File: src/rtl/coesdo_pkg.sv
// shared types and constants for the coe sdo server responder
// no dependencies
package coesdo_pkg;

  localparam int unsigned BlobBytes    = 512;
  localparam int unsigned MailboxBytes = 128;

  localparam logic [3:0] MbxTypeCoe = 4'h3;
  localparam logic [3:0] CoeSdoReq  = 4'h2;

  localparam logic [7:0] CmdUpReq    = 8'h40;
  localparam logic [7:0] CmdCaUp     = 8'h50;
  localparam logic [7:0] CmdCaDn     = 8'h31;
  localparam logic [7:0] CmdSegMask  = 8'hEF;
  localparam logic [7:0] CmdSegReq   = 8'h60;
  localparam logic [7:0] CmdExpMask  = 8'hF3;
  localparam logic [7:0] CmdDnExp    = 8'h23;
  localparam logic [7:0] CmdDnNormal = 8'h21;

  localparam logic [7:0] RspAbort    = 8'h80;
  localparam logic [7:0] RspDnExp    = 8'h60;
  localparam logic [7:0] RspUpNormal = 8'h21;
  localparam logic [7:0] RspUpExp    = 8'h23;
  localparam logic [7:0] RspUpExp1   = 8'h2F;
  localparam logic [7:0] RspSegTog   = 8'h10;

  localparam logic [31:0] AbortAccess  = 32'h0601_0000;
  localparam logic [31:0] AbortNoObj   = 32'h0602_0000;
  localparam logic [31:0] AbortLength  = 32'h0607_0012;
  localparam logic [31:0] AbortCommand = 32'h0504_0001;

  localparam logic [15:0] ObjIdentity = 16'h1018;
  localparam logic [15:0] ObjGains    = 16'h8000;
  localparam logic [15:0] ObjBlob     = 16'h8001;

  localparam logic [7:0] ShortLen = 8'h0a;

  localparam logic [7:0] RegVendor   = 8'd0;
  localparam logic [7:0] RegProduct  = 8'd1;
  localparam logic [7:0] RegRevision = 8'd2;
  localparam logic [7:0] RegSerial   = 8'd3;

  typedef struct packed {
    logic [7:0]  len;
    logic [7:0]  cmd;
    logic [15:0] idx;
    logic [7:0]  sub;
    logic [31:0] val;
    logic        seg;
    logic [7:0]  base;
    logic [7:0]  cnt;
    logic [5:0]  words;
  } desc_t;

endpackage

File: src/rtl/coesdo_front.sv
// front end: classifies requests, keeps gains and upload session state
// depends on coesdo_pkg
module coesdo_front #(
  parameter int unsigned BLOB_BYTES    = coesdo_pkg::BlobBytes,
  parameter int unsigned MAILBOX_BYTES = coesdo_pkg::MailboxBytes
) (
  input  logic               clk_i,
  input  logic               rst_ni,
  input  logic               accept_i,
  input  logic [3:0]         mailbox_type_i,
  input  logic [3:0]         coe_service_i,
  input  logic [7:0]         command_i,
  input  logic [15:0]        index_i,
  input  logic [7:0]         subindex_i,
  input  logic [31:0]        data_word_i,
  input  logic [31:0]        vendor_id_i,
  input  logic [31:0]        product_code_i,
  input  logic [31:0]        revision_number_i,
  input  logic [31:0]        serial_number_i,
  output logic               push_o,
  output coesdo_pkg::desc_t  desc_o
);

  localparam int unsigned FirstMax = MAILBOX_BYTES - 16;
  localparam int unsigned First    = (BLOB_BYTES < FirstMax) ? BLOB_BYTES : FirstMax;
  localparam int unsigned SegMax   = MAILBOX_BYTES - 9;
  localparam int unsigned MaxWords = MAILBOX_BYTES / 4;

  logic [31:0] gain_p_q, gain_p_d, gain_i_q, gain_i_d, gain_d_q, gain_d_d;
  logic        active_q, active_d;
  logic [15:0] obj_q, obj_d;
  logic [7:0]  sub_q, sub_d;
  logic [9:0]  total_q, total_d, done_q, done_d;
  logic        tog_q, tog_d;

  logic        small_hit, small_one;
  logic [31:0] small_val, dn_data;
  logic [9:0]  chunk_full, chunk;
  logic        fin, tog;
  logic [8:0]  nbytes;
  logic [6:0]  nwords;
  coesdo_pkg::desc_t d;

  always_comb begin
    small_hit = 1'b1;
    small_one = 1'b0;
    small_val = '0;
    if (index_i == coesdo_pkg::ObjIdentity) begin
      unique case (subindex_i)
        8'd0: begin small_val = 32'd4; small_one = 1'b1; end
        8'd1: small_val = vendor_id_i;
        8'd2: small_val = product_code_i;
        8'd3: small_val = revision_number_i;
        8'd4: small_val = serial_number_i;
        default: small_hit = 1'b0;
      endcase
    end else if (index_i == coesdo_pkg::ObjGains) begin
      unique case (subindex_i)
        8'd0: begin small_val = 32'd3; small_one = 1'b1; end
        8'd1: small_val = gain_p_q;
        8'd2: small_val = gain_i_q;
        8'd3: small_val = gain_d_q;
        default: small_hit = 1'b0;
      endcase
    end else begin
      small_hit = 1'b0;
    end
  end

  always_comb begin
    unique case (command_i[3:2])
      2'd0: dn_data = data_word_i;
      2'd1: dn_data = {8'h00, data_word_i[23:0]};
      2'd2: dn_data = {16'h0000, data_word_i[15:0]};
      default: dn_data = {24'h000000, data_word_i[7:0]};
    endcase
  end

  always_comb begin
    gain_p_d = gain_p_q;
    gain_i_d = gain_i_q;
    gain_d_d = gain_d_q;
    active_d = active_q;
    obj_d    = obj_q;
    sub_d    = sub_q;
    total_d  = total_q;
    done_d   = done_q;
    tog_d    = tog_q;
    d        = '0;
    d.len    = coesdo_pkg::ShortLen;
    tog      = command_i[4];
    chunk_full = total_q - done_q;
    fin      = chunk_full <= 10'(SegMax);
    chunk    = fin ? chunk_full : 10'(SegMax);
    push_o   = accept_i && mailbox_type_i == coesdo_pkg::MbxTypeCoe
               && coe_service_i == coesdo_pkg::CoeSdoReq;

    if (command_i == coesdo_pkg::CmdCaUp || command_i == coesdo_pkg::CmdCaDn) begin
      d.cmd = coesdo_pkg::RspAbort;
      d.val = coesdo_pkg::AbortAccess;
    end else if (command_i == coesdo_pkg::CmdUpReq) begin
      if (small_hit) begin
        d.cmd = small_one ? coesdo_pkg::RspUpExp1 : coesdo_pkg::RspUpExp;
        d.idx = index_i;
        d.sub = subindex_i;
        d.val = small_val;
      end else if (index_i == coesdo_pkg::ObjBlob && subindex_i == 8'd0) begin
        d.len = 8'(10 + First);
        d.cmd = coesdo_pkg::RspUpNormal;
        d.idx = index_i;
        d.sub = subindex_i;
        d.val = 32'(BLOB_BYTES);
        d.cnt = 8'(First);
        if (BLOB_BYTES > First) begin
          if (push_o) begin
            active_d = 1'b1;
            obj_d    = index_i;
            sub_d    = subindex_i;
            total_d  = 10'(BLOB_BYTES);
            done_d   = 10'(First);
            tog_d    = 1'b0;
          end
        end else if (push_o) begin
          active_d = 1'b0;
        end
      end else begin
        d.cmd = coesdo_pkg::RspAbort;
        d.val = coesdo_pkg::AbortNoObj;
      end
    end else if ((command_i & coesdo_pkg::CmdSegMask) == coesdo_pkg::CmdSegReq) begin
      if (!active_q || tog != tog_q) begin
        d.cmd = coesdo_pkg::RspAbort;
        d.val = coesdo_pkg::AbortCommand;
        if (push_o) active_d = 1'b0;
      end else if (obj_q != coesdo_pkg::ObjBlob || sub_q != 8'd0
                   || total_q != 10'(BLOB_BYTES) || done_q > total_q) begin
        d.cmd = coesdo_pkg::RspAbort;
        d.val = coesdo_pkg::AbortNoObj;
        if (push_o) active_d = 1'b0;
      end else begin
        if (fin && chunk < 10'd7) begin
          d.len = coesdo_pkg::ShortLen;
          d.cmd = 8'(8'd1 + ((8'd7 - chunk[7:0]) << 1));
        end else begin
          d.len = 8'(chunk + 10'd3);
          d.cmd = {7'd0, fin};
        end
        d.cmd  = d.cmd + (tog ? coesdo_pkg::RspSegTog : 8'h00);
        d.seg  = 1'b1;
        d.base = done_q[7:0];
        d.cnt  = chunk[7:0];
        if (push_o) begin
          done_d = done_q + chunk;
          if (fin) active_d = 1'b0;
          else tog_d = ~tog_q;
        end
      end
    end else if ((command_i & coesdo_pkg::CmdExpMask) == coesdo_pkg::CmdDnExp) begin
      if (index_i != coesdo_pkg::ObjGains || subindex_i < 8'd1 || subindex_i > 8'd3) begin
        d.cmd = coesdo_pkg::RspAbort;
        d.val = coesdo_pkg::AbortNoObj;
      end else begin
        d.cmd = coesdo_pkg::RspDnExp;
        d.idx = index_i;
        d.sub = subindex_i;
        if (push_o) begin
          if (subindex_i == 8'd1) gain_p_d = dn_data;
          else if (subindex_i == 8'd2) gain_i_d = dn_data;
          else gain_d_d = dn_data;
        end
      end
    end else if (command_i == coesdo_pkg::CmdDnNormal) begin
      d.cmd = coesdo_pkg::RspAbort;
      d.val = coesdo_pkg::AbortLength;
    end else begin
      d.cmd = coesdo_pkg::RspAbort;
      d.val = coesdo_pkg::AbortCommand;
    end

    nbytes  = 9'd6 + {1'b0, d.len};
    nwords  = 7'((nbytes + 9'd3) >> 2);
    d.words = (nwords > 7'(MaxWords)) ? 6'(MaxWords) : nwords[5:0];
    desc_o  = d;
  end

  always_ff @(posedge clk_i or negedge rst_ni) begin
    if (!rst_ni) begin
      gain_p_q <= '0;
      gain_i_q <= '0;
      gain_d_q <= '0;
      active_q <= 1'b0;
      obj_q    <= '0;
      sub_q    <= '0;
      total_q  <= '0;
      done_q   <= '0;
      tog_q    <= 1'b0;
    end else begin
      gain_p_q <= gain_p_d;
      gain_i_q <= gain_i_d;
      gain_d_q <= gain_d_d;
      active_q <= active_d;
      obj_q    <= obj_d;
      sub_q    <= sub_d;
      total_q  <= total_d;
      done_q   <= done_d;
      tog_q    <= tog_d;
    end
  end

endmodule

File: src/rtl/coesdo_fifo.sv
// two-entry queue of response descriptors between front and back
// depends on coesdo_pkg
module coesdo_fifo (
  input  logic              clk_i,
  input  logic              rst_ni,
  input  logic              push_i,
  input  coesdo_pkg::desc_t desc_i,
  output logic              full_o,
  output logic              valid_o,
  input  logic              pop_i,
  output coesdo_pkg::desc_t desc_o
);

  coesdo_pkg::desc_t mem_q [2];
  logic       wptr_q, rptr_q;
  logic [1:0] cnt_q;

  assign full_o  = cnt_q == 2'd2;
  assign valid_o = cnt_q != 2'd0;
  assign desc_o  = mem_q[rptr_q];

  always_ff @(posedge clk_i) begin
    if (push_i) mem_q[wptr_q] <= desc_i;
  end

  always_ff @(posedge clk_i or negedge rst_ni) begin
    if (!rst_ni) begin
      wptr_q <= 1'b0;
      rptr_q <= 1'b0;
      cnt_q  <= 2'd0;
    end else begin
      if (push_i) wptr_q <= ~wptr_q;
      if (pop_i) rptr_q <= ~rptr_q;
      cnt_q <= cnt_q + {1'b0, push_i} - {1'b0, pop_i};
    end
  end

endmodule

File: src/rtl/coesdo_back.sv
// back end: streams response frame words from a descriptor
// depends on coesdo_pkg
module coesdo_back (
  input  logic              clk_i,
  input  logic              rst_ni,
  input  logic              valid_i,
  input  coesdo_pkg::desc_t desc_i,
  output logic              pop_o,
  output logic              out_valid_o,
  input  logic              out_stall_i,
  output logic [31:0]       frame_word_o,
  output logic [4:0]        word_index_o,
  output logic              last_o
);

  logic [4:0]  w_q, w_d;
  logic        valid_q;
  logic [31:0] word_q, word_d;
  logic [4:0]  idx_q;
  logic        last_q;
  logic        load, last_w;

  function automatic logic [7:0] byte_at(coesdo_pkg::desc_t d, logic [6:0] b);
    logic [8:0] nbytes;
    logic [7:0] start, off, v;
    nbytes = 9'd6 + {1'b0, d.len};
    start  = d.seg ? 8'd9 : 8'd16;
    off    = {1'b0, b} - start;
    v      = 8'h00;
    if ({1'b0, b} >= start && off < d.cnt) begin
      v = d.base + off;
    end else begin
      unique case (b)
        7'd0:  v = d.len;
        7'd5:  v = 8'h03;
        7'd7:  v = 8'h30;
        7'd8:  v = d.cmd;
        7'd9:  v = d.seg ? 8'h00 : d.idx[7:0];
        7'd10: v = d.seg ? 8'h00 : d.idx[15:8];
        7'd11: v = d.seg ? 8'h00 : d.sub;
        7'd12: v = d.seg ? 8'h00 : d.val[7:0];
        7'd13: v = d.seg ? 8'h00 : d.val[15:8];
        7'd14: v = d.seg ? 8'h00 : d.val[23:16];
        7'd15: v = d.seg ? 8'h00 : d.val[31:24];
        default: v = 8'h00;
      endcase
    end
    if ({2'b00, b} >= nbytes) v = 8'h00;
    return v;
  endfunction

  always_comb begin
    load   = valid_i && (!valid_q || !out_stall_i);
    last_w = ({1'b0, w_q} + 6'd1) == desc_i.words;
    pop_o  = load && last_w;
    w_d    = w_q;
    if (load) w_d = last_w ? 5'd0 : w_q + 5'd1;
    for (int j = 0; j < 4; j++) begin
      word_d[8*j +: 8] = byte_at(desc_i, {w_q, 2'(j)});
    end
  end

  always_ff @(posedge clk_i) begin
    if (load) begin
      word_q <= word_d;
      idx_q  <= w_q;
      last_q <= last_w;
    end
  end

  always_ff @(posedge clk_i or negedge rst_ni) begin
    if (!rst_ni) begin
      w_q     <= 5'd0;
      valid_q <= 1'b0;
    end else begin
      w_q     <= w_d;
      valid_q <= load || (valid_q && out_stall_i);
    end
  end

  assign out_valid_o  = valid_q;
  assign frame_word_o = word_q;
  assign word_index_o = idx_q;
  assign last_o       = last_q;

endmodule

File: src/rtl/coe_sdo_server_responder.sv
// top level of the coe sdo server responder: registers, front, queue, back
// depends on coesdo_pkg, coesdo_front, coesdo_fifo, coesdo_back
//
// channel  | handshake               | payload
// in       | in_valid_i / in_stall_o | mailbox_type, coe_service, command, index, ...
// out      | out_valid_o/out_stall_i | frame_word, word_index, last
// cfg      | cfg_valid_i/cfg_ready_o | cfg_index_i, cfg_data_i
//
// a request is taken while the queue is not full; its frame leaves at one word per cycle
// unless out_stall_i holds it, 4 to 32 words, so the output port sets the sustained rate
// a two-entry descriptor queue lets the next requests be taken during streaming
// asynchronous active-low reset clears gains, session and queue
// an output stall holds the word; a full queue stalls the input
module coe_sdo_server_responder #(
  parameter int unsigned BLOB_BYTES    = coesdo_pkg::BlobBytes,
  parameter int unsigned MAILBOX_BYTES = coesdo_pkg::MailboxBytes
) (
  input  logic        clk_i,
  input  logic        rst_ni,
  input  logic        in_valid_i,
  output logic        in_stall_o,
  input  logic [3:0]  mailbox_type_i,
  input  logic [3:0]  coe_service_i,
  input  logic [7:0]  command_i,
  input  logic [15:0] index_i,
  input  logic [7:0]  subindex_i,
  input  logic [31:0] data_word_i,
  output logic        out_valid_o,
  input  logic        out_stall_i,
  output logic [31:0] frame_word_o,
  output logic [4:0]  word_index_o,
  output logic        last_o,
  input  logic        cfg_valid_i,
  output logic        cfg_ready_o,
  input  logic [7:0]  cfg_index_i,
  input  logic [31:0] cfg_data_i
);

  logic [31:0] vendor_q, product_q, revision_q, serial_q;
  logic        full, push, fvalid, pop;
  coesdo_pkg::desc_t desc_in, desc_out;

  assign cfg_ready_o = 1'b1;
  assign in_stall_o  = full;

  always_ff @(posedge clk_i or negedge rst_ni) begin
    if (!rst_ni) begin
      vendor_q   <= '0;
      product_q  <= '0;
      revision_q <= '0;
      serial_q   <= '0;
    end else if (cfg_valid_i) begin
      unique case (cfg_index_i)
        coesdo_pkg::RegVendor:   vendor_q   <= cfg_data_i;
        coesdo_pkg::RegProduct:  product_q  <= cfg_data_i;
        coesdo_pkg::RegRevision: revision_q <= cfg_data_i;
        coesdo_pkg::RegSerial:   serial_q   <= cfg_data_i;
        default: ;
      endcase
    end
  end

  coesdo_front #(
    .BLOB_BYTES   (BLOB_BYTES),
    .MAILBOX_BYTES(MAILBOX_BYTES)
  ) u_front (
    .clk_i,
    .rst_ni,
    .accept_i         (in_valid_i && !full),
    .mailbox_type_i,
    .coe_service_i,
    .command_i,
    .index_i,
    .subindex_i,
    .data_word_i,
    .vendor_id_i      (vendor_q),
    .product_code_i   (product_q),
    .revision_number_i(revision_q),
    .serial_number_i  (serial_q),
    .push_o           (push),
    .desc_o           (desc_in)
  );

  coesdo_fifo u_fifo (
    .clk_i,
    .rst_ni,
    .push_i (push),
    .desc_i (desc_in),
    .full_o (full),
    .valid_o(fvalid),
    .pop_i  (pop),
    .desc_o (desc_out)
  );

  coesdo_back u_back (
    .clk_i,
    .rst_ni,
    .valid_i     (fvalid),
    .desc_i      (desc_out),
    .pop_o       (pop),
    .out_valid_o,
    .out_stall_i,
    .frame_word_o,
    .word_index_o,
    .last_o
  );

endmodule

File: config.mk
export PLATFORM = sky130hd
export DESIGN_NAME = coe_sdo_server_responder
export DESIGN_NICKNAME = d
export VERILOG_FILES = /design/src/rtl/coesdo_pkg.sv /design/src/rtl/coesdo_front.sv /design/src/rtl/coesdo_fifo.sv /design/src/rtl/coesdo_back.sv /design/src/rtl/coe_sdo_server_responder.sv
export SDC_FILE = /design/constraint.sdc
export NUM_CORES = 1
export LEC_CHECK = 0
export BUFFER_PORTS_ARGS = -buffer_cell sky130_fd_sc_hd__buf_2
export CORE_AREA = 4 4 240 265
export CTS_CLUSTER_DIAMETER = 100
export DETAILED_ROUTE_END_ITERATION = 16
export DIE_AREA = 0 0 244 269
export PLACE_DENSITY_LB_ADDON = 0.2
export REMOVE_ABC_BUFFERS = 1
export SYNTH_ARGS = -nofsm -noshare
export SYNTH_HDL_FRONTEND = slang
export SYNTH_SLANG_ARGS = --single-unit
File: constraint.sdc
create_clock -name clk_i -period 14.9 [get_ports clk_i]
set_input_delay 2.235 -clock clk_i [delete_from_list [all_inputs] [get_ports clk_i]]
set_output_delay 2.235 -clock clk_i [all_outputs]
set_load 0.01 [all_outputs]
### Word-level counts from Yosys, hierarchy flattened

Memory sizes are Yosys's and may differ from the RTL's.
Index checks and enable logic that the tools add are counted.

| word-level totals | value |
|---|---|
| output and inout bits | 41 |
| memory bits (writable) | 190 |
| word-level logic and storage cells | 260 |
| bits of input ports | 117 |
| flip-flop bits (word level) | 309 |
| memories | 1 |

| operators by class | value |
|---|---|
| bitwise logic cells | 11 |
| equality and inequality tests | 34 |
| $lt $le $gt $ge | 18 |
| mux-type cells | 104 |
| add/sub/neg operators | 21 |
| reduce and logical (&&, ||, !) cells | 47 |

Memories:

| memory | words | width | read ports | clocked after memory_dff | write ports | line | text |
|---|---|---|---|---|---|---|---|
| u_fifo.mem_q | 2 | 95 | 1 | 0 | 1 | coesdo_fifo.sv:14 | `coesdo_pkg::desc_t mem_q [2];` |

Operators with widths:

| cell | number |
|---|---|
| two-way mux 32 bit | 6 |
| two-way mux 8 bit | 24 |
| case mux 32 bit (5 select lines) | 1 |
| case mux 32 bit (4 select lines) | 1 |
| two-way mux 24 bit | 5 |
| two-way mux 16 bit | 6 |
| case mux 32 bit (3 select lines) | 1 |
| two-way mux 10 bit | 9 |
| two-way mux 27 bit | 3 |
| two-way mux 72 bit | 1 |
| case mux 8 bit (3 select lines) | 3 |
| two-way mux 17 bit | 4 |
| two-way mux 64 bit | 1 |
| adder 8 bit | 5 |
| greater-or-equal comparator 7 x 9 -> 1 bit | 4 |
| == test 16 bit, second input constant | 2 |
| == test 8 x 2 -> 1 bit, second input constant | 4 |
| greater-or-equal comparator 7 x 8 -> 1 bit | 4 |
| < comparator 8 bit | 4 |
| != test 16 bit, second input constant | 2 |
| subtractor 7 x 8 -> 8 bit | 4 |
| two-way mux 1 bit | 28 |
| two-way mux 26 bit | 1 |
| AND reduction 8 bit | 3 |
| other kinds (55) | 109 |

### Depth between registers and ports, before layout

| depth | value |
|---|---|
| word-level depth | 21 |
| mapped depth | 23 |

### Modules after synthesis

From an unflattened synthesis, not the netlist that was laid out.

| second synthesis, totals | value |
|---|---|
| cell total of the unflattened synthesis | 2078 |
| area total of the unflattened synthesis | 25326.8 um^2 |

By module, submodules not included:

| module | area each (um^2) | times used | cells each | sequential area each (um^2) |
|---|---|---|---|---|
| coesdo_front | 9022.4 | 1 | 1037 | 3328.2 |
| coesdo_fifo | 7255.7 | 1 | 311 | 5805.6 |
| coe_sdo_server_responder | 4835.9 | 1 | 279 | 3203.1 |
| coesdo_back | 4212.8 | 1 | 451 | 1291.2 |

### Worst setup path before layout

No wires, ideal clock.

| path | value |
|---|---|
| path kind | input -> register |
| start point | in mailbox_type_i[2] |
| end point | mem u_fifo.mem_q[0][0] (netlist bit) (enable) |
| path buffers | 0 |
| path slack | 7.111 ns |
| data arrival time | 7.239 ns |
| stages | 4 |
| library setup time | 0.550 ns |
| data required time | 14.350 ns |
| cells stage by stage | or4b_4 nor4b_4 nand4b_4 nor2_1 |

| between the ends | value |
|---|---|
| longest elaborated chain between the ends | 5 |

Ends and longest elaborated chain:

| what | line | text |
|---|---|---|
| start: declaration | coe_sdo_server_responder.sv:22 | `input logic [3:0] mailbox_type_i,` |
| == test 4 x 2 -> 1 bit | coesdo_front.sv:95 | `push_o = accept_i && mailbox_type_i == coesdo_pkg::MbxTypeCoe` |
| logical AND 1 bit | coesdo_front.sv:95 |  |
| logical AND 1 bit | coesdo_front.sv:96 | `&& coe_service_i == coesdo_pkg::CoeSdoReq;` |
| two-way mux 1 bit | coesdo_fifo.sv:23 | `if (push_i) mem_q[wptr_q] <= desc_i;` |
| two-way mux 1 bit (implied by the code) | coesdo_fifo.sv:23 |  |
| end: declaration | coesdo_fifo.sv:14 |  |

Every way passes these cells.

==> reports/results.md <==
## Outcome
* result of the run: finished clean

## Synthesis
* adder and majority gate portion of the synthesized area: 3.197%
* simple-gate portion of the synthesized area: 11.18%
* Synth warnings: 0
* synthesized flop and latch total: 499
* combinational family with the most area after synthesis: multiplexers
* Netlist cell types: 72
* Post-Syn Instances: 2057
* dominant synthesized flop cell: sky130_fd_sc_hd__dfrtp_1
* mux share of post-synthesis cell area: 12.61%
* area fraction in compound gates after synthesis: 11.78%
* share of synthesized area occupied by flip-flops and latches: 56.34%
* syn_area_per_cell: 11.76 um2
* async set-or-reset flop fraction in the synthesized netlist: 54.31%
* count of flip-flops with a built-in enable after synthesis: 228
* fraction of synthesized cell area in xor and xnor cells: 2.317%
* post-synthesis instance area: 24190 um2

## Clocking
* clock tree from TritonCTS: built
* cell at the root of the clock tree: sky130_fd_sc_hd__clkbuf_16
* clock transition at the registers of the reported paths: 70 ps
* worst-case clock buffer depth: 3
* clock buffers created by TritonCTS: 53
* clock latency on the worst-skew pair: 620 ps
* number of post-CTS setup repair buffers: 0
* CTS resizes: 0
* # H-tree levels: 2
* number of buffers inserted for hold repair after clock tree synthesis: 0
* clock sink count: 499

## Global route
* maximum number of pins on one net before global-route repair: 162
* global-route wire length before repair: 99630 um
* GRT Overall Usage: 19.45%
* number of global-route vias before repair: 16620
* number of antenna violations at the first check in global routing: 6
* total global routing overflow: 0

## Min path
* end point of the most critical hold path: u_front.obj_q[0]
* worst min-delay path category: reg2reg
* Min-Delay Path Depth: 1
* hold path startpoint: u_front.obj_q[0]

## Final layout
* Filler Cells Inserted: 5710
* combined area of the multi-input logic cells: 10130 um2
* Sequential cell area: 13630 um2
* utilization of the core after routing: 45.76%
* layout-stage area growth over the synthesis result: 15.12%
* NumNets Final: 2387
* fraction of final layout cells sized beyond drive strength 1: 22.30%

## STA
* pins over their slew limit: 0
* Clock Skew: 24.90 ps
* maximum clock frequency: 0.1715 GHz
* Slew @ Worst Pin: 1228 ps
* final number of setup-violating endpoints: 0
* hold violation total from the final report: 0
* relative slew slack: 17.73%
* Setup TNS Final: 0 ps
* share of the clock period used by the worst path: 39.14%
* setup repair after global routing missed its margin: no
* minimum clock period: 5832 ps

## Floorplanning
* horizontal extent of the die: 244 um
* DIE AREA: 65640 um2
* die extent in y: 269 um
* row count: 95
* boundary pin count: 158
* starting density of the core: 39.75%
* total core area: 60860 um2

## Job
* number of max-cap violations: 0

## Worst setup path
* required time of the critical path: 15330 ps
* worst setup slack for register-to-register paths: 9070 ps
* launching element type of the critical path: flip-flop
* endpoint class of the critical path: flip-flop
* critical path peak fanout: 20
* data arrival time of the critical path: 6260 ps
* Worst Reg-to-Reg Cells: 19
* Reg-to-Reg End: u_fifo.mem_q[1][4]
* worst reg2reg startpoint: u_front.done_q[0]
* type of the worst setup path: reg2reg

## Route
* drt first pass iters: 6
* Post-Route WL: 65340 um
* drt wl/cell: 21.21 um
* Initial DRC Count: 1250
* DRC violations left: 0
* mean number of vias per cell: 5.413
* number of routed nets with antenna violations: 0
* vias after detailed routing: 16670

## Pwr
* leakage component of the power: 11.62 nW
* P per Cell Area: 132.6 nW/um2
* total design power: 0.003693 W
* highest ir drop seen on vdd: 0.00007991 V

## Placement
* half-perimeter wire length after placement: 44380 um
* gpl congestion: 0.8663
* count of buffers inserted at the top-level ports: 156

-- state kept, by name, indices dropped and copies added (netlist names), 2 cells and up --
register and cells:
vendor_q 32, u_back.w_q 5, u_front.obj_q 16, u_back.word_index_o 5, u_front.done_q 10, u_front.sub_q 8
product_q 32, revision_q 32, u_front.gain_p_q 32, u_front.gain_d_q 32, u_fifo.mem_q 190, serial_q 32
u_front.gain_i_q 32, u_back.frame_word_o 32, u_fifo.cnt_q 2
-- cells in the mapped netlist (7+ instances only) --
library cell / n / share of area, %
sky130_fd_sc_hd__a31oi_1: 18 / 0.47
sky130_fd_sc_hd__nor2_1: 120 / 1.9
sky130_fd_sc_hd__ha_1: 57 / 2.9
sky130_fd_sc_hd__buf_1: 12 / 0.19
sky130_fd_sc_hd__nand4_1: 13 / 0.34
sky130_fd_sc_hd__o21ai_0: 140 / 2.9
sky130_fd_sc_hd__a21o_1: 14 / 0.43
sky130_fd_sc_hd__a21oi_1: 99 / 2.0
sky130_fd_sc_hd__o221a_2: 9 / 0.42
sky130_fd_sc_hd__o22ai_1: 23 / 0.59
sky130_fd_sc_hd__a221oi_1: 14 / 0.51
sky130_fd_sc_hd__or2_2: 10 / 0.26
sky130_fd_sc_hd__xnor2_1: 38 / 1.4
sky130_fd_sc_hd__a221o_1: 12 / 0.50
sky130_fd_sc_hd__dfrtp_1: 271 / 28
sky130_fd_sc_hd__and3_1: 16 / 0.41
sky130_fd_sc_hd__o31ai_1: 9 / 0.28
sky130_fd_sc_hd__a222oi_1: 22 / 0.91
sky130_fd_sc_hd__mux2i_1: 88 / 3.6
sky130_fd_sc_hd__nor2b_1: 45 / 1.2
sky130_fd_sc_hd__nand2_1: 191 / 3.0
sky130_fd_sc_hd__a22o_1: 28 / 1.0
sky130_fd_sc_hd__nand3_1: 31 / 0.64
sky130_fd_sc_hd__clkbuf_1: 100 / 1.6
sky130_fd_sc_hd__or3_1: 15 / 0.39
sky130_fd_sc_hd__xor2_1: 26 / 0.94
sky130_fd_sc_hd__nand2b_1: 29 / 0.75
sky130_fd_sc_hd__inv_1: 36 / 0.56
sky130_fd_sc_hd__nor3_1: 37 / 0.77
sky130_fd_sc_hd__o21ai_1: 7 / 0.14
sky130_fd_sc_hd__nor4_1: 11 / 0.28
sky130_fd_sc_hd__mux2_2: 190 / 8.8
sky130_fd_sc_hd__edfxtp_1: 228 / 28
-- stage by stage --
stage                     area [um2]  cells  setup WS (ps)  hold slack, ps
after global routing           27840   3076           8606           473.0
after CTS                      27830   3075           9217           466.4
final                          27850   3080           9068           468.8
after global placement         25940   2979           8877           447.7
after floorplan                23840   1971           7111           429.6
after detailed placement       25940   2979           8865           453.3
-- logic make-up after synthesis --
| family | Yosys count |
|---|---|
| and+or+nand+nor | 554 |
| DFF | 499 |
| AOI/OAI and AO/OA | 441 |
| muxes | 280 |
| buffers and inverters | 157 |
| xor gates and xnor gates | 64 |
| adders and majority gates | 60 |
| other | 2 |
-- how the worst max path moves through the flow --
stage,start,end,slack (ps),cells after the start
2_1_floorplan,mailbox_type_i[2],u_fifo.mem_q[0][0],7110,4
3_3_place_gp,command_i[3],u_fifo.mem_q[0][1],8880,10
6_report,u_front.done_q[0],u_fifo.mem_q[1][4],9070,19
5_1_grt,u_front.done_q[0],u_fifo.mem_q[1][4],8610,19
4_1_cts,u_front.done_q[0],u_fifo.mem_q[0][4],9220,19
3_5_place_dp,command_i[3],u_fifo.mem_q[0][1],8870,10
-- layer usage --
metal	vias up	routed length (um)	track usage, %
li1	7866	-	-
met1	8310	28720	25.91
met2	412	31740	33.27
met3	80	3177	2.854
met4	4	1675	5.832
met5	-	27	0
-- area by class of cell --
cell class,count,share of cell area (%)
Sequential cell,499,48.95
Inverter,36,0.4853
Clock buffer,73,5.581
Tap cell,824,3.702
Clock inverter,23,1.227
Antenna cell,5,0.04493
Multi-Input combinational cell,1436,36.37
Timing Repair Buffer,184,3.639
-- report_power, final --
group | leakage (nW) | switching [W] | total, W | internal (W)
clock | 0.936 | 0.000553 | 0.00141 | 0.000852
sequential | 5.90 | 0.0000313 | 0.00153 | 0.00150
combinational | 4.79 | 0.000456 | 0.000754 | 0.000298
total | 11.6 | 0.00104 | 0.00369 | 0.00265
-- worst max-delay path: stages, from the launching register on --
cell	delay (ps)
sky130_fd_sc_hd__dfrtp_1	540
sky130_fd_sc_hd__inv_1	210
sky130_fd_sc_hd__ha_1	450
sky130_fd_sc_hd__nor2b_1	490
sky130_fd_sc_hd__nand2_1	310
sky130_fd_sc_hd__a2bb2oi_1	230
sky130_fd_sc_hd__o21ai_1	370
sky130_fd_sc_hd__nand2_1	590
sky130_fd_sc_hd__nor2_1	380
sky130_fd_sc_hd__inv_1	80
sky130_fd_sc_hd__ha_1	220
sky130_fd_sc_hd__nand2_1	70
sky130_fd_sc_hd__a221o_1	140
sky130_fd_sc_hd__mux2i_1	60
sky130_fd_sc_hd__or3_1	460
sky130_fd_sc_hd__nand4_1	190
sky130_fd_sc_hd__a311o_1	210
sky130_fd_sc_hd__nand2b_1	110
sky130_fd_sc_hd__or3_1	310
sky130_fd_sc_hd__a21oi_1	220
-- layout by cell type, fill, tap and decap left out, types with 31 or more instances in the layout --
cell type / netlist / routed
sky130_fd_sc_hd__mux2i_1: 88 / 88
sky130_fd_sc_hd__nor2_1: 120 / 116
sky130_fd_sc_hd__inv_1: 36 / 36
sky130_fd_sc_hd__dfrtp_1: 271 / 270
sky130_fd_sc_hd__edfxtp_1: 228 / 228
sky130_fd_sc_hd__a21oi_1: 99 / 99
sky130_fd_sc_hd__mux2_2: 190 / 190
sky130_fd_sc_hd__clkbuf_16: 0 / 55
sky130_fd_sc_hd__nor3_1: 37 / 37
sky130_fd_sc_hd__xnor2_1: 38 / 38
sky130_fd_sc_hd__nor2b_1: 45 / 44
sky130_fd_sc_hd__ha_1: 57 / 57
sky130_fd_sc_hd__nand2_1: 191 / 190
sky130_fd_sc_hd__o21ai_0: 140 / 140
sky130_fd_sc_hd__buf_2: 6 / 155
sky130_fd_sc_hd__conb_1: 2 / 37
sky130_fd_sc_hd__nand3_1: 31 / 31
No activity file was read; power rests on OpenSTA's default activity.
